$ cat src/sv/pwfe_pkg.sv
// ----------------------------------------------------------------------------
// Pixel write and fill engine package
// Shared constants, command and register codes, the configuration record and
// the colour channel scaling function.
// ----------------------------------------------------------------------------
package pwfe_pkg;

   localparam int COORD_BITS_DEF = 16;
   localparam int ADDR_BITS_DEF  = 64;
   localparam int FRAME_BITS     = 16;
   localparam int PITCH_BITS     = 18;
   localparam int LAYOUT_BITS    = 13;
   localparam int LEVEL_BITS     = 8;
   localparam int COLOR_BITS     = 32;
   localparam int CLEAR_BITS     = 32;
   localparam int CMD_BITS       = 2;
   localparam int CSR_INDEX_BITS = 3;
   localparam int CSR_DATA_BITS  = 64;

   localparam logic [CMD_BITS-1:0] CMD_PUT_PIXEL   = 2'd0;
   localparam logic [CMD_BITS-1:0] CMD_START_FILL  = 2'd1;
   localparam logic [CMD_BITS-1:0] CMD_START_CLEAR = 2'd2;
   localparam logic [CMD_BITS-1:0] CMD_STEP        = 2'd3;

   localparam logic [CSR_INDEX_BITS-1:0] CSR_DISPLAY_ENABLE = 3'd0;
   localparam logic [CSR_INDEX_BITS-1:0] CSR_BASE_ADDRESS   = 3'd1;
   localparam logic [CSR_INDEX_BITS-1:0] CSR_FRAME_WIDTH    = 3'd2;
   localparam logic [CSR_INDEX_BITS-1:0] CSR_FRAME_HEIGHT   = 3'd3;
   localparam logic [CSR_INDEX_BITS-1:0] CSR_ROW_PITCH      = 3'd4;
   localparam logic [CSR_INDEX_BITS-1:0] CSR_RED_LAYOUT     = 3'd5;
   localparam logic [CSR_INDEX_BITS-1:0] CSR_GREEN_LAYOUT   = 3'd6;
   localparam logic [CSR_INDEX_BITS-1:0] CSR_BLUE_LAYOUT    = 3'd7;

   typedef struct packed {
      logic                     display_enable;
      logic [CSR_DATA_BITS-1:0] base_address;
      logic [FRAME_BITS-1:0]    frame_width;
      logic [FRAME_BITS-1:0]    frame_height;
      logic [PITCH_BITS-1:0]    row_pitch;
      logic [LAYOUT_BITS-1:0]   red_layout;
      logic [LAYOUT_BITS-1:0]   green_layout;
      logic [LAYOUT_BITS-1:0]   blue_layout;
   } cfg_type;

   // The division by 255 uses (v + 1 + (v >> 8)) >> 8, which is exact for
   // every product of two eight-bit values.
   function automatic logic [COLOR_BITS-1:0] scale_channel(
      input logic [LEVEL_BITS-1:0]  level,
      input logic [LAYOUT_BITS-1:0] layout
   );
      logic [4:0]            pos;
      logic [3:0]            size;
      logic [LEVEL_BITS:0]   mask_wide;
      logic [15:0]           prod;
      logic [15:0]           sum;
      logic [COLOR_BITS-1:0] wide;
      pos = layout[4:0];
      size = layout[11:8];
      if (size > 4'd8) begin
         size = 4'd8;
      end
      mask_wide = (9'd1 << size) - 9'd1;
      prod = {8'd0, level} * {8'd0, mask_wide[LEVEL_BITS-1:0]};
      sum = prod + 16'd1 + {8'd0, prod[15:8]};
      wide = {24'd0, sum[15:8]} << pos;
      return wide;
   endfunction

endpackage

$ cat src/sv/pwfe_csr.sv
// ----------------------------------------------------------------------------
// Pixel write and fill engine configuration registers
// Holds the frame geometry, base address and colour layout written through
// the configuration channel.
// ----------------------------------------------------------------------------
module pwfe_csr import pwfe_pkg::*; (
   input  logic                      clock,
   input  logic                      reset,
   input  logic                      csr_valid,
   output logic                      csr_ready,
   input  logic [CSR_INDEX_BITS-1:0] csr_index,
   input  logic [CSR_DATA_BITS-1:0]  csr_data,
   output cfg_type                   cfg
);

   cfg_type cfg_ff;
   cfg_type cfg_in;

   assign csr_ready = 1'b1;
   assign cfg = cfg_ff;

   always_comb begin
      cfg_in = cfg_ff;
      if (csr_valid) begin
         case (csr_index)
            CSR_DISPLAY_ENABLE: cfg_in.display_enable = csr_data[0];
            CSR_BASE_ADDRESS:   cfg_in.base_address = csr_data;
            CSR_FRAME_WIDTH:    cfg_in.frame_width = csr_data[FRAME_BITS-1:0];
            CSR_FRAME_HEIGHT:   cfg_in.frame_height = csr_data[FRAME_BITS-1:0];
            CSR_ROW_PITCH:      cfg_in.row_pitch = csr_data[PITCH_BITS-1:0];
            CSR_RED_LAYOUT:     cfg_in.red_layout = csr_data[LAYOUT_BITS-1:0];
            CSR_GREEN_LAYOUT:   cfg_in.green_layout = csr_data[LAYOUT_BITS-1:0];
            CSR_BLUE_LAYOUT:    cfg_in.blue_layout = csr_data[LAYOUT_BITS-1:0];
            default:            cfg_in = cfg_ff;
         endcase
      end
   end

   always_ff @(posedge clock) begin
      if (reset) begin
         cfg_ff <= '0;
      end else begin
         cfg_ff <= cfg_in;
      end
   end

endmodule

$ cat src/sv/pwfe_color.sv
// ----------------------------------------------------------------------------
// Pixel write and fill engine colour packer
// Scales the three eight-bit channels to their field sizes and places them
// at their field positions in one 32-bit pixel word.
// ----------------------------------------------------------------------------
module pwfe_color import pwfe_pkg::*; (
   input  cfg_type               cfg,
   input  logic [LEVEL_BITS-1:0] red_level,
   input  logic [LEVEL_BITS-1:0] green_level,
   input  logic [LEVEL_BITS-1:0] blue_level,
   output logic [COLOR_BITS-1:0] color
);

   assign color = scale_channel(red_level, cfg.red_layout)
                | scale_channel(green_level, cfg.green_layout)
                | scale_channel(blue_level, cfg.blue_layout);

endmodule

$ cat src/sv/pwfe_engine.sv
// ----------------------------------------------------------------------------
// Pixel write and fill engine datapath
// Input register, preparation register (product, clipping, colour) and the
// run state with the result register.
// ----------------------------------------------------------------------------
module pwfe_engine import pwfe_pkg::*; #(
   parameter int COORD_BITS = COORD_BITS_DEF,
   parameter int ADDR_BITS  = ADDR_BITS_DEF
) (
   input  logic                  clock,
   input  logic                  reset,
   input  cfg_type               cfg,
   input  logic                  req_valid,
   output logic                  req_stall,
   input  logic [CMD_BITS-1:0]   req_cmd,
   input  logic [COORD_BITS-1:0] req_pos_x,
   input  logic [COORD_BITS-1:0] req_pos_y,
   input  logic [COORD_BITS-1:0] req_rect_width,
   input  logic [COORD_BITS-1:0] req_rect_height,
   input  logic [LEVEL_BITS-1:0] req_red_in,
   input  logic [LEVEL_BITS-1:0] req_green_in,
   input  logic [LEVEL_BITS-1:0] req_blue_in,
   output logic                  rsp_valid,
   input  logic                  rsp_stall,
   output logic [ADDR_BITS-1:0]  rsp_write_address,
   output logic [COLOR_BITS-1:0] rsp_write_data,
   output logic                  rsp_run_last
);

   localparam int LW = ((COORD_BITS > FRAME_BITS) ? COORD_BITS : FRAME_BITS) + 1;
   localparam int PW = COORD_BITS + PITCH_BITS;

   // Input register.
   logic                  a_valid_ff;
   logic [CMD_BITS-1:0]   a_cmd_ff;
   logic [COORD_BITS-1:0] a_x_ff;
   logic [COORD_BITS-1:0] a_y_ff;
   logic [COORD_BITS-1:0] a_w_ff;
   logic [COORD_BITS-1:0] a_h_ff;
   logic [LEVEL_BITS-1:0] a_red_ff;
   logic [LEVEL_BITS-1:0] a_green_ff;
   logic [LEVEL_BITS-1:0] a_blue_ff;

   // Preparation register.
   logic                  b_valid_ff;
   logic [CMD_BITS-1:0]   b_cmd_ff;
   logic [COORD_BITS-1:0] b_x_ff;
   logic [COORD_BITS-1:0] b_y_ff;
   logic [PW-1:0]         b_prod_ff;
   logic                  b_in_frame_ff;
   logic                  b_fill_ok_ff;
   logic [FRAME_BITS-1:0] b_col_lim_ff;
   logic [FRAME_BITS-1:0] b_row_lim_ff;
   logic [CLEAR_BITS-1:0] b_total_ff;
   logic [COLOR_BITS-1:0] b_color_ff;

   // Run state.
   logic                  run_active_ff;
   logic                  run_active_in;
   logic                  run_is_clear_ff;
   logic                  run_is_clear_in;
   logic [COLOR_BITS-1:0] run_color_ff;
   logic [COLOR_BITS-1:0] run_color_in;
   logic [ADDR_BITS-1:0]  row_start_ff;
   logic [ADDR_BITS-1:0]  row_start_in;
   logic [COORD_BITS-1:0] start_col_ff;
   logic [COORD_BITS-1:0] start_col_in;
   logic [COORD_BITS-1:0] cur_col_ff;
   logic [COORD_BITS-1:0] cur_col_in;
   logic [COORD_BITS-1:0] cur_row_ff;
   logic [COORD_BITS-1:0] cur_row_in;
   logic [FRAME_BITS-1:0] col_lim_ff;
   logic [FRAME_BITS-1:0] col_lim_in;
   logic [FRAME_BITS-1:0] row_lim_ff;
   logic [FRAME_BITS-1:0] row_lim_in;
   logic [CLEAR_BITS-1:0] clear_idx_ff;
   logic [CLEAR_BITS-1:0] clear_idx_in;
   logic [CLEAR_BITS-1:0] clear_total_ff;
   logic [CLEAR_BITS-1:0] clear_total_in;

   // Result register.
   logic                  rsp_valid_ff;
   logic                  rsp_valid_in;
   logic [ADDR_BITS-1:0]  rsp_addr_ff;
   logic [COLOR_BITS-1:0] rsp_data_ff;
   logic                  rsp_last_ff;

   logic c_ready;
   logic b_ready;
   logic a_ready;
   logic b_fire;

   // Preparation logic.
   logic [COLOR_BITS-1:0] color;
   logic [PW-1:0]         prod;
   logic [LW-1:0]         x_ext;
   logic [LW-1:0]         y_ext;
   logic [LW-1:0]         fw_ext;
   logic [LW-1:0]         fh_ext;
   logic [LW-1:0]         x_plus_w;
   logic [LW-1:0]         y_plus_h;
   logic [LW-1:0]         col_lim_wide;
   logic [LW-1:0]         row_lim_wide;
   logic                  in_frame;
   logic [CLEAR_BITS-1:0] total;

   // Execute logic.
   logic [ADDR_BITS+PW-1:0]           prod_ext;
   logic [ADDR_BITS+COORD_BITS+1:0]   x_off_ext;
   logic [ADDR_BITS+COORD_BITS+1:0]   col_off_ext;
   logic [ADDR_BITS+CLEAR_BITS+1:0]   idx_off_ext;
   logic [ADDR_BITS+PITCH_BITS-1:0]   pitch_ext;
   logic [ADDR_BITS-1:0]              row_addr;
   logic [ADDR_BITS-1:0]              pixel_addr;
   logic [CLEAR_BITS:0]               idx_next;
   logic                              clear_last;
   logic [LW-1:0]                     col_next;
   logic [LW-1:0]                     row_next;
   logic                              row_end;
   logic                              fill_last;
   logic                              emit;
   logic [ADDR_BITS-1:0]              emit_addr;
   logic [COLOR_BITS-1:0]             emit_data;
   logic                              emit_last;

   assign c_ready   = !rsp_valid_ff || !rsp_stall;
   assign b_ready   = !b_valid_ff || c_ready;
   assign a_ready   = !a_valid_ff || b_ready;
   assign b_fire    = b_valid_ff && c_ready;
   assign req_stall = !a_ready;

   always_ff @(posedge clock) begin
      if (reset) begin
         a_valid_ff <= 1'b0;
      end else if (a_ready) begin
         a_valid_ff <= req_valid;
      end
   end

   always_ff @(posedge clock) begin
      if (req_valid && a_ready) begin
         a_cmd_ff   <= req_cmd;
         a_x_ff     <= req_pos_x;
         a_y_ff     <= req_pos_y;
         a_w_ff     <= req_rect_width;
         a_h_ff     <= req_rect_height;
         a_red_ff   <= req_red_in;
         a_green_ff <= req_green_in;
         a_blue_ff  <= req_blue_in;
      end
   end

   pwfe_color u_color (
      .cfg         (cfg),
      .red_level   (a_red_ff),
      .green_level (a_green_ff),
      .blue_level  (a_blue_ff),
      .color       (color)
   );

   assign prod     = {{PITCH_BITS{1'b0}}, a_y_ff} * {{COORD_BITS{1'b0}}, cfg.row_pitch};
   assign x_ext    = {{(LW-COORD_BITS){1'b0}}, a_x_ff};
   assign y_ext    = {{(LW-COORD_BITS){1'b0}}, a_y_ff};
   assign fw_ext   = {{(LW-FRAME_BITS){1'b0}}, cfg.frame_width};
   assign fh_ext   = {{(LW-FRAME_BITS){1'b0}}, cfg.frame_height};
   assign x_plus_w = x_ext + {{(LW-COORD_BITS){1'b0}}, a_w_ff};
   assign y_plus_h = y_ext + {{(LW-COORD_BITS){1'b0}}, a_h_ff};
   assign col_lim_wide = (x_plus_w < fw_ext) ? x_plus_w : fw_ext;
   assign row_lim_wide = (y_plus_h < fh_ext) ? y_plus_h : fh_ext;
   assign in_frame = (x_ext < fw_ext) && (y_ext < fh_ext);
   assign total    = {16'd0, cfg.row_pitch[PITCH_BITS-1:2]} * {16'd0, cfg.frame_height};

   always_ff @(posedge clock) begin
      if (reset) begin
         b_valid_ff <= 1'b0;
      end else if (b_ready) begin
         b_valid_ff <= a_valid_ff;
      end
   end

   always_ff @(posedge clock) begin
      if (a_valid_ff && b_ready) begin
         b_cmd_ff      <= a_cmd_ff;
         b_x_ff        <= a_x_ff;
         b_y_ff        <= a_y_ff;
         b_prod_ff     <= prod;
         b_in_frame_ff <= in_frame;
         b_fill_ok_ff  <= in_frame && (a_w_ff != '0) && (a_h_ff != '0);
         b_col_lim_ff  <= col_lim_wide[FRAME_BITS-1:0];
         b_row_lim_ff  <= row_lim_wide[FRAME_BITS-1:0];
         b_total_ff    <= total;
         b_color_ff    <= color;
      end
   end

   assign prod_ext    = {{ADDR_BITS{1'b0}}, b_prod_ff};
   assign x_off_ext   = {{ADDR_BITS{1'b0}}, b_x_ff, 2'b00};
   assign col_off_ext = {{ADDR_BITS{1'b0}}, cur_col_ff, 2'b00};
   assign idx_off_ext = {{ADDR_BITS{1'b0}}, clear_idx_ff, 2'b00};
   assign pitch_ext   = {{ADDR_BITS{1'b0}}, cfg.row_pitch};
   assign row_addr    = cfg.base_address[ADDR_BITS-1:0] + prod_ext[ADDR_BITS-1:0];
   assign pixel_addr  = row_addr + x_off_ext[ADDR_BITS-1:0];
   assign idx_next    = {1'b0, clear_idx_ff} + {{CLEAR_BITS{1'b0}}, 1'b1};
   assign clear_last  = idx_next >= {1'b0, clear_total_ff};
   assign col_next    = {{(LW-COORD_BITS){1'b0}}, cur_col_ff} + {{(LW-1){1'b0}}, 1'b1};
   assign row_next    = {{(LW-COORD_BITS){1'b0}}, cur_row_ff} + {{(LW-1){1'b0}}, 1'b1};
   assign row_end     = col_next >= {{(LW-FRAME_BITS){1'b0}}, col_lim_ff};
   assign fill_last   = row_end && (row_next >= {{(LW-FRAME_BITS){1'b0}}, row_lim_ff});

   always_comb begin
      run_active_in   = run_active_ff;
      run_is_clear_in = run_is_clear_ff;
      run_color_in    = run_color_ff;
      row_start_in    = row_start_ff;
      start_col_in    = start_col_ff;
      cur_col_in      = cur_col_ff;
      cur_row_in      = cur_row_ff;
      col_lim_in      = col_lim_ff;
      row_lim_in      = row_lim_ff;
      clear_idx_in    = clear_idx_ff;
      clear_total_in  = clear_total_ff;
      emit            = 1'b0;
      emit_addr       = pixel_addr;
      emit_data       = b_color_ff;
      emit_last       = 1'b1;
      if (b_fire && cfg.display_enable) begin
         case (b_cmd_ff)
            CMD_PUT_PIXEL: begin
               emit = b_in_frame_ff;
            end
            CMD_START_FILL: begin
               run_active_in = b_fill_ok_ff;
               if (b_fill_ok_ff) begin
                  col_lim_in      = b_col_lim_ff;
                  row_lim_in      = b_row_lim_ff;
                  start_col_in    = b_x_ff;
                  cur_col_in      = b_x_ff;
                  cur_row_in      = b_y_ff;
                  row_start_in    = row_addr;
                  run_color_in    = b_color_ff;
                  run_is_clear_in = 1'b0;
               end
            end
            CMD_START_CLEAR: begin
               run_active_in = (b_total_ff != '0);
               if (b_total_ff != '0) begin
                  clear_total_in  = b_total_ff;
                  clear_idx_in    = '0;
                  row_start_in    = cfg.base_address[ADDR_BITS-1:0];
                  run_color_in    = b_color_ff;
                  run_is_clear_in = 1'b1;
               end
            end
            CMD_STEP: begin
               if (run_active_ff) begin
                  emit      = 1'b1;
                  emit_data = run_color_ff;
                  if (run_is_clear_ff) begin
                     emit_addr    = row_start_ff + idx_off_ext[ADDR_BITS-1:0];
                     emit_last    = clear_last;
                     clear_idx_in = idx_next[CLEAR_BITS-1:0];
                     if (clear_last) begin
                        run_active_in = 1'b0;
                     end
                  end else begin
                     emit_addr = row_start_ff + col_off_ext[ADDR_BITS-1:0];
                     emit_last = fill_last;
                     if (row_end) begin
                        cur_col_in   = start_col_ff;
                        cur_row_in   = row_next[COORD_BITS-1:0];
                        row_start_in = row_start_ff + pitch_ext[ADDR_BITS-1:0];
                     end else begin
                        cur_col_in = col_next[COORD_BITS-1:0];
                     end
                     if (fill_last) begin
                        run_active_in = 1'b0;
                     end
                  end
               end
            end
            default: begin
               emit = 1'b0;
            end
         endcase
      end
   end

   assign rsp_valid_in = c_ready ? (b_fire && emit) : rsp_valid_ff;

   always_ff @(posedge clock) begin
      if (reset) begin
         run_active_ff <= 1'b0;
         rsp_valid_ff  <= 1'b0;
      end else begin
         run_active_ff <= run_active_in;
         rsp_valid_ff  <= rsp_valid_in;
      end
   end

   always_ff @(posedge clock) begin
      run_is_clear_ff <= run_is_clear_in;
      run_color_ff    <= run_color_in;
      row_start_ff    <= row_start_in;
      start_col_ff    <= start_col_in;
      cur_col_ff      <= cur_col_in;
      cur_row_ff      <= cur_row_in;
      col_lim_ff      <= col_lim_in;
      row_lim_ff      <= row_lim_in;
      clear_idx_ff    <= clear_idx_in;
      clear_total_ff  <= clear_total_in;
      if (b_fire && emit) begin
         rsp_addr_ff <= emit_addr;
         rsp_data_ff <= emit_data;
         rsp_last_ff <= emit_last;
      end
   end

   assign rsp_valid         = rsp_valid_ff;
   assign rsp_write_address = rsp_addr_ff;
   assign rsp_write_data    = rsp_data_ff;
   assign rsp_run_last      = rsp_last_ff;

endmodule

$ cat src/sv/pixel_write_and_fill_engine.sv
// ----------------------------------------------------------------------------
// Pixel write and fill engine
// Turns put-pixel, rectangle-fill, clear and step commands into framebuffer
// word writes with packed pixel colours.
//
// The request channel takes one command item per cycle while req_stall is low
// (req_valid with req_stall). Put-pixel gives one write at once if in frame;
// a fill or clear start gives no write and arms a run, and each later step
// item gives one write of that run, the final one marked by rsp_run_last.
// Disabled display drops items. The response channel (rsp_valid with
// rsp_stall) carries the write address and data. An item passes the input
// register, the preparation register holding the row product and clipping,
// then the run state and result register. When the receiver stalls, the
// result register holds and the two stages in front of it keep filling, so
// req_stall rises only when all three are full. The configuration channel is
// always ready; the user must write it only while idle, which the block does
// not enforce. Reset clears the registers, the run and all pipeline valids.
// ----------------------------------------------------------------------------
module pixel_write_and_fill_engine import pwfe_pkg::*; #(
   parameter int COORD_BITS = COORD_BITS_DEF,
   parameter int ADDR_BITS  = ADDR_BITS_DEF
) (
   input  logic                      clock,
   input  logic                      reset,
   input  logic                      csr_valid,
   output logic                      csr_ready,
   input  logic [CSR_INDEX_BITS-1:0] csr_index,
   input  logic [CSR_DATA_BITS-1:0]  csr_data,
   input  logic                      req_valid,
   output logic                      req_stall,
   input  logic [CMD_BITS-1:0]       req_cmd,
   input  logic [COORD_BITS-1:0]     req_pos_x,
   input  logic [COORD_BITS-1:0]     req_pos_y,
   input  logic [COORD_BITS-1:0]     req_rect_width,
   input  logic [COORD_BITS-1:0]     req_rect_height,
   input  logic [LEVEL_BITS-1:0]     req_red_in,
   input  logic [LEVEL_BITS-1:0]     req_green_in,
   input  logic [LEVEL_BITS-1:0]     req_blue_in,
   output logic                      rsp_valid,
   input  logic                      rsp_stall,
   output logic [ADDR_BITS-1:0]      rsp_write_address,
   output logic [COLOR_BITS-1:0]     rsp_write_data,
   output logic                      rsp_run_last
);

   cfg_type cfg;

   pwfe_csr u_csr (
      .clock     (clock),
      .reset     (reset),
      .csr_valid (csr_valid),
      .csr_ready (csr_ready),
      .csr_index (csr_index),
      .csr_data  (csr_data),
      .cfg       (cfg)
   );

   pwfe_engine #(
      .COORD_BITS (COORD_BITS),
      .ADDR_BITS  (ADDR_BITS)
   ) u_engine (
      .clock             (clock),
      .reset             (reset),
      .cfg               (cfg),
      .req_valid         (req_valid),
      .req_stall         (req_stall),
      .req_cmd           (req_cmd),
      .req_pos_x         (req_pos_x),
      .req_pos_y         (req_pos_y),
      .req_rect_width    (req_rect_width),
      .req_rect_height   (req_rect_height),
      .req_red_in        (req_red_in),
      .req_green_in      (req_green_in),
      .req_blue_in       (req_blue_in),
      .rsp_valid         (rsp_valid),
      .rsp_stall         (rsp_stall),
      .rsp_write_address (rsp_write_address),
      .rsp_write_data    (rsp_write_data),
      .rsp_run_last      (rsp_run_last)
   );

endmodule

$ cat config.mk
export PLATFORM = sky130hd
export DESIGN_NAME = pixel_write_and_fill_engine
export DESIGN_NICKNAME = d
export VERILOG_FILES = /design/src/sv/pwfe_pkg.sv /design/src/sv/pwfe_csr.sv /design/src/sv/pwfe_color.sv /design/src/sv/pwfe_engine.sv /design/src/sv/pixel_write_and_fill_engine.sv
export SDC_FILE = /design/constraint.sdc
export NUM_CORES = 2
export LEC_CHECK = 0
export BUFFER_PORTS_ARGS = -buffer_cell sky130_fd_sc_hd__buf_2
export CAP_MARGIN = 20
export CORE_AREA = 2 2 443 445
export CTS_BUF_LIST = sky130_fd_sc_hd__clkbuf_4 sky130_fd_sc_hd__clkbuf_8
export DETAILED_ROUTE_END_ITERATION = 7
export DIE_AREA = 0 0 445 447
export GPL_ROUTABILITY_DRIVEN = 0
export GPL_TIMING_DRIVEN = 0
export MAX_ROUTING_LAYER = met4
export SLEW_MARGIN = 5
export SYNTH_ARGS = -nofsm -noshare
export SYNTH_HDL_FRONTEND = slang
export SYNTH_SLANG_ARGS = --single-unit
export TNS_END_PERCENT = 1
$ cat constraint.sdc
create_clock -name clock -period 11.8 [get_ports clock]
set_input_delay 1.18 -clock clock [delete_from_list [all_inputs] [get_ports clock]]
set_output_delay 1.18 -clock clock [all_outputs]
set_load 0.02 [all_outputs]
==> Word-level counts from Yosys, hierarchy flattened <==
Cells that the tools add are included.
W data, S select, Z words.
{ "totals": {"reg_bits": 749, "in_bits": 162, "wordCells": 191} }
{ "classes": {"n_mul": 5, "mux": 47, "n_lt_le_gt_ge": 10, "addsub": 19, "n_shift": 6, "bitwise": 2, "reduce_logical": 43, "n_eq_ne": 16} }
{ "ops": {"columns": ["op", "n"], "rows": [
  ["$mux W64", 9],
  ["$mux W32", 8],
  ["$add A64 B18 Y64", 3],
  ["$pmux W64 S3", 1],
  ["$mux W16", 10],
  ["$add A64 B34 Y64", 2],
  ["$pmux W32 S2", 2],
  ["$shl A8 B5 Y32", 3],
  ["$or A32 B32 Y32", 2],
  ["$pmux W16 S2", 2],
  ["$add A16 B1 Y16 const B", 3],
  ["$add A16 B8 Y16", 3],
  ["$mul A8 B8 Y16", 3],
  ["$add A16 B1 Y17 const B", 2],
  ["$add A16 B16 Y17", 2],
  ["$ge A17 B16 Y1", 2],
  ["$lt A17 B16 Y1", 2],
  ["$mul A16 B18 Y34", 1],
  ["$add A32 B1 Y33 const B", 1],
  ["$ge A33 B32 Y1", 1],
  ["$lt A16 B16 Y1", 2],
  ["$mul A16 B16 Y32", 1],
  ["$reduce_bool A16 Y1", 2],
  ["$reduce_bool A32 Y1", 1],
  ["27 further kinds", 80]
]} }

==> Logic depth before layout (Yosys ltp) <==
{ "depth": {"word_depth": 10, "ltp_mapped": 37, "mapped_depth_nobuf": 36} }

==> Modules after synthesis <==
A second synthesis with hierarchy kept.
{ "hier_totals": {"cells_unflattened": 7364, "hier_area_um2": 70777.9} }
{ "modules_own_cells": {"columns": ["module", "instances", "cells_per_inst", "area_each_um2", "seq_area_each_um2"], "rows": [
  ["pwfe_engine", 1, 5192, 52663.0, 17917.2],
  ["pwfe_color", 1, 1591, 11707.5, 0.0],
  ["pwfe_csr", 1, 581, 6407.4, 3083.0]
]} }

==> Least setup slack after synthesis <==
No wires, ideal clock.
{ "synth_timing": {"path_type": "input port to flip-flop", "from": "in rsp_stall", "to": "reg u_engine.b_cmd_ff[0] (enable)", "setup_slack_ps": 2360, "t_required_ps": 11085, "path_stages": 2, "setup_ps": 715, "t_arrival_ps": 8726, "path_cell_list": "and3_1 nor2b_1"} }
{ "synth_via": {"elab_chain_len": 4} }
{ "synth_lines": {"columns": ["element", "line", "text"], "rows": [
  ["start: declaration", "pixel_write_and_fill_engine.sv:40", "input logic rsp_stall,"],
  ["$logic_not A1 Y1", "pwfe_engine.sv:126", "assign c_ready = !rsp_valid_ff || !rsp_stall;"],
  ["$logic_or A1 B1 Y1", "pwfe_engine.sv:126", null],
  ["$logic_or A1 B1 Y1", "pwfe_engine.sv:127", "assign b_ready = !b_valid_ff || c_ready;"],
  ["$logic_and A1 B1 Y1", "pwfe_engine.sv:182", "if (a_valid_ff && b_ready) begin"],
  ["end signal: assignment", "pwfe_engine.sv:183", "b_cmd_ff <= a_cmd_ff;"],
  ["end: declaration", "pwfe_engine.sv:46", "logic [CMD_BITS-1:0] b_cmd_ff;"]
]} }
No other way between the ends.
A chain may end at the register's enable or synchronous reset.

==> Final worst setup path <==
{ "layout_timing": {"from": "reg u_csr.cfg_ff (netlist bit u_csr.cfg[24])", "to": "reg u_engine.b_color_ff[26], data pin"} }
{ "layout_via": {"elab_chain_len": 10} }
{ "layout_lines": {"columns": ["element", "line", "text"], "rows": [
  ["start: declaration", "pwfe_csr.sv:16", "cfg_type cfg_ff;"],
  ["start signal: assignment", "pwfe_csr.sv:43", "cfg_ff <= cfg_in;"],
  ["$gt A4 B4 Y1", "pwfe_pkg.sv:59", "if (size > 4'd8) begin"],
  ["$mux W4 (*)", "pwfe_pkg.sv:59", null],
  ["$shl A1 B4 Y8 (*)", "pwfe_pkg.sv:62", "mask_wide = (9'd1 << size) - 9'd1;"],
  ["$sub A8 B1 Y8 (*)", "pwfe_pkg.sv:62", null],
  ["$mul A8 B8 Y16 (*)", "pwfe_pkg.sv:63", "prod = {8'd0, level} * {8'd0, mask_wide[LEVEL_BITS-1:0]};"],
  ["$add A16 B1 Y16", "pwfe_pkg.sv:64", "sum = prod + 16'd1 + {8'd0, prod[15:8]};"],
  ["$add A16 B8 Y16 (*)", "pwfe_pkg.sv:64", null],
  ["$shl A8 B5 Y32 (*)", "pwfe_pkg.sv:65", "wide = {24'd0, sum[15:8]} << pos;"],
  ["$or A32 B32 Y32 (*)", "pwfe_color.sv:15", "| scale_channel(green_level, cfg.green_layout)"],
  ["$or A32 B32 Y32 (*)", "pwfe_color.sv:16", "| scale_channel(blue_level, cfg.blue_layout);"],
  ["via u_engine.color[26]", "pwfe_engine.sv:94", "logic [COLOR_BITS-1:0] color;"],
  ["end signal: assignment", "pwfe_engine.sv:192", "b_color_ff <= color;"],
  ["end: declaration", "pwfe_engine.sv:55", "logic [COLOR_BITS-1:0] b_color_ff;"]
]} }
Mark *: on every way through the listed nets, which the timed path passes. The rest lies on a longest branch.

==> flow_metrics.tcl <==
set metrics [dict create \
    synth_flop_cell "edfxtp_1" \
    hpwl_microns 180500 \
    required_ns 12.43 \
    vias 55629 \
    wirelength_microns 226400 \
    wl_met1_microns 92990 \
    setup_violations 0 \
    ant_nets 0 \
    cp_slowest_cell "o21ai_0" \
    clock.fmax_mhz 96.64 \
    die_w_microns 445 \
    synth_top_family_by_area "adder cells" \
    rows 162 \
    power_switching_mw 2.060 \
    reg2reg_to "u_engine.b_color_ff[26]" \
    antenna_found_initial 33 \
    multi_input_area_sq_um 42750 \
    fillers 19308 \
    synthSimpleGateAreaFrac_pct 17.16 \
    dr_wl_met2_microns 101600 \
    grt_max_degree 34 \
    core_sq_um 194200 \
    synthArstFlopShare_pct 0 \
    grt_pass1_wl_microns 336900 \
    r2r_slack_ns 1.45 \
    met3_length_microns 17940 \
    wl_per_cell_microns 21.96 \
    dr.max_layer_used "met4" \
    rsz0062_at_grt "false" \
    worst_pin_slew_ns 1.162 \
    crit_type "reg2reg" \
    insertion_delay_ns 0.92 \
    rr_startpoint "u_csr.cfg[24]" \
    clkPwrFrac_pct 40.4 \
    synthMuxAreaShare_pct 1.774 \
    syn_to_final_growth_pct 12.12 \
    slew_headroom_pct 22.55 \
    ys_warn_count 0 \
    portBuffers 254 \
    synth_xor_area_share_pct 5.107 \
    cts_tree "done" \
    critPathMostFrequentCell "fa_1" \
    worstPathArrival_ns 10.98 \
    worstPathMaxFanout 10 \
    grt_pass1_vias 55054 \
    seqPwrFrac_pct 42.9 \
    yosys-top-cells-count "1098 x nand2_1, 805 x inv_1, 602 x ha_1, 594 x edfxtp_1, 530 x fa_1" \
    fp.dieArea_sq_um 198900 \
    hold_viol 0 \
    reg2regPathDepth 34 \
    clk_path_buf_depth 3 \
    synth_area_sq_um 67570 \
    cts_root_buffer "clkbuf_8" \
    maxSlewViolCount 0 \
    dpl.cell_count 10038 \
    hold-path-endpoint "u_engine.col_lim_ff[2]" \
    ios 262 \
    pwr-share-comb_pct 16.8 \
    synth_compound_area_share_pct 12.18 \
    leakage_nw 31.87 \
    ys_ff_latch 740 \
    hp-start "u_engine.b_col_lim_ff[2]" \
    overflow 0 \
    drc 0 \
    hold_class "reg2reg" \
    synth_adder_area_share_pct 26.89 \
    netSwitchingFraction_pct 29.50 \
    yosysTopAreaCell "edfxtp_1" \
    synth.most_common_cell "nand2_1" \
    drtIter0Drc 5159 \
    synth_fp_nets 8508 \
    die_h_microns 447 \
    layout-drive-gt1-share_pct 8.239 \
    ctsResizeCount 0 \
    start_kind "flip-flop" \
    netlist.area_leader.share_pct 26.40 \
    yosys.cell_types.count 103 \
    final_cell_count_no_fill 10308 \
    drtPass1Iterations 8 \
    track_usage_pct 23.04 \
    cts_setup_buffers 0 \
    fin_crit_sh_pct 87.69 \
    worst_setup_path_end_kind "flip-flop" \
    place_ws_ns 1.651 \
    cts_made_buffers 134 \
    nets 8927 \
    synthTopCellsByArea "edfxtp_1 26%, fa_1 16%, ha_1 11%" \
    synth_edf_count 594 \
    ys_seq_area_share_pct 30.72 \
    p_per_area_nw_per_um2 92.16 \
    slowest_delay_ns 0.75 \
    synth_cells 7214 \
    fin_crit_ns 10.35 \
    ir_drop_v 0.00006847 \
    setup_tns_ns 0 \
    h-tree-depth 4 \
    worst_slack_ns 1.452 \
    path_clk_slew_ns 0.06 \
    cts_hold_buf 0 \
    avgSynthCellArea_sq_um 9.367 \
    avgViaCountPerCell 5.397 \
    finClkSkew_ns 0.06731 \
    holdPathStages 0 \
    cts_sinks 740 \
    max_cap_violations 0 \
    regArea_sq_um 20760 \
    internal_power_mw 4.923 \
    status "complete, no violations" \
    start_util_pct 34.80 \
]
## how the worst max path moves through the flow
| stage | startpoint | endpoint | slack (ns) | depth (start not counted) |
|---|---|---|---|---|
| floorplan | rsp_stall | u_engine.b_cmd_ff[0] | 2.36 | 2 |
| global placement | rsp_stall | u_engine.b_prod_ff[29] | -2.06 | 3 |
| detailed placement | u_csr.cfg[24] | u_engine.b_color_ff[26] | 1.65 | 34 |
| CTS | u_csr.cfg[24] | u_engine.b_color_ff[26] | 1.61 | 34 |
| global route | u_csr.cfg[24] | u_engine.b_color_ff[14] | 0.83 | 34 |
| finish | u_csr.cfg[24] | u_engine.b_color_ff[26] | 1.45 | 34 |
## through the flow
stage	power (mW)	hold WS (ns)	utilization [%]	cell area, sq um
6_report	6.982	0.4109	39.02	75760
5_1_grt	7.275	0.3803	39.01	75750
4_1_cts	7.027	0.3376	38.98	75690
3_5_place_dp	4.196	0.4045	37.40	72630
3_3_place_gp	4.176	0.4032	37.09	72020
2_1_floorplan	3.800	0.4003	-	67570
## power by group through the flow
stage          combinational [mW]  sequential [mW]  clock, mW
4_1_cts                      1.16             2.99       2.88
3_5_place_dp                 1.15             3.04          0
5_1_grt                      1.30             3.00       2.98
3_3_place_gp                 1.12             3.06          0
2_1_floorplan               0.797             3.00          0
6_report                     1.17             2.99       2.82
## cell families after synthesis
family                   count (synthesis)
adder cells (fa/ha/maj)               1135
other                                    1
AND/OR/NAND/NOR                       2466
XOR/XNOR                               390
AO/OA/AOI/OAI                         1265
flip-flops                             740
multiplexers                           113
buffers and inverters                 1104
## placed cells by master (no fill, tap or decap), types with 95 or more instances in the layout
cell type / n
nor2_1: 372
clkbuf_8: 140
edfxtp_1: 594
a21o_1: 112
a21oi_1: 401
nand3_1: 118
xor2_1: 146
nor2b_1: 99
o21ai_0: 229
clkbuf_1: 282
and2_1: 312
buf_2: 257
inv_1: 805
dfxtp_1: 146
nand2_1: 1098
xnor2_1: 241
ha_1: 602
fa_1: 530
nor3_1: 95
## metal layers
layer | track usage, % | vias up
met4 | 12.47 | 0
li1 | - | 25387
met1 | 28.86 | 27169
met5 | - | -
met2 | 35.43 | 2493
met3 | 4.077 | 580
## state kept, by name, indices dropped and copies added (netlist names), 32 cells and up
signal and cells:
u_engine.rsp_write_data 32, u_engine.clear_idx_ff 32, u_engine.run_color_ff 32, u_engine.clear_total_ff 32
u_csr.cfg 142, u_engine.row_start_ff 64, u_engine.b_prod_ff 34, u_engine.rsp_write_address 64
u_engine.b_total_ff 32, u_engine.b_color_ff 32
## critical path, delay by kind of cell, from the launching register on
kind / cells / cell delay [ns]
buffers and inverters: 6 / 1.15
AOI/OAI and AO/OA: 10 / 3.11
adders and majority gates: 9 / 3.82
DFF: 1 / 0.37
and+or+nand+nor: 6 / 0.82
xor gates and xnor gates: 1 / 0.31
muxes: 2 / 0.47
## cell type report
cell class	count	share of cell area (%)
diodes	22	0.07267
repair buffers	283	2.372
multi-input cells	5370	56.42
flip-flops and latches	740	27.40
plain buffers	297	1.491
well taps	2542	4.198
clock inverters	70	1.135
clock buffers	177	2.910
inverters	807	3.998
(Power assumes the default switching activity.)
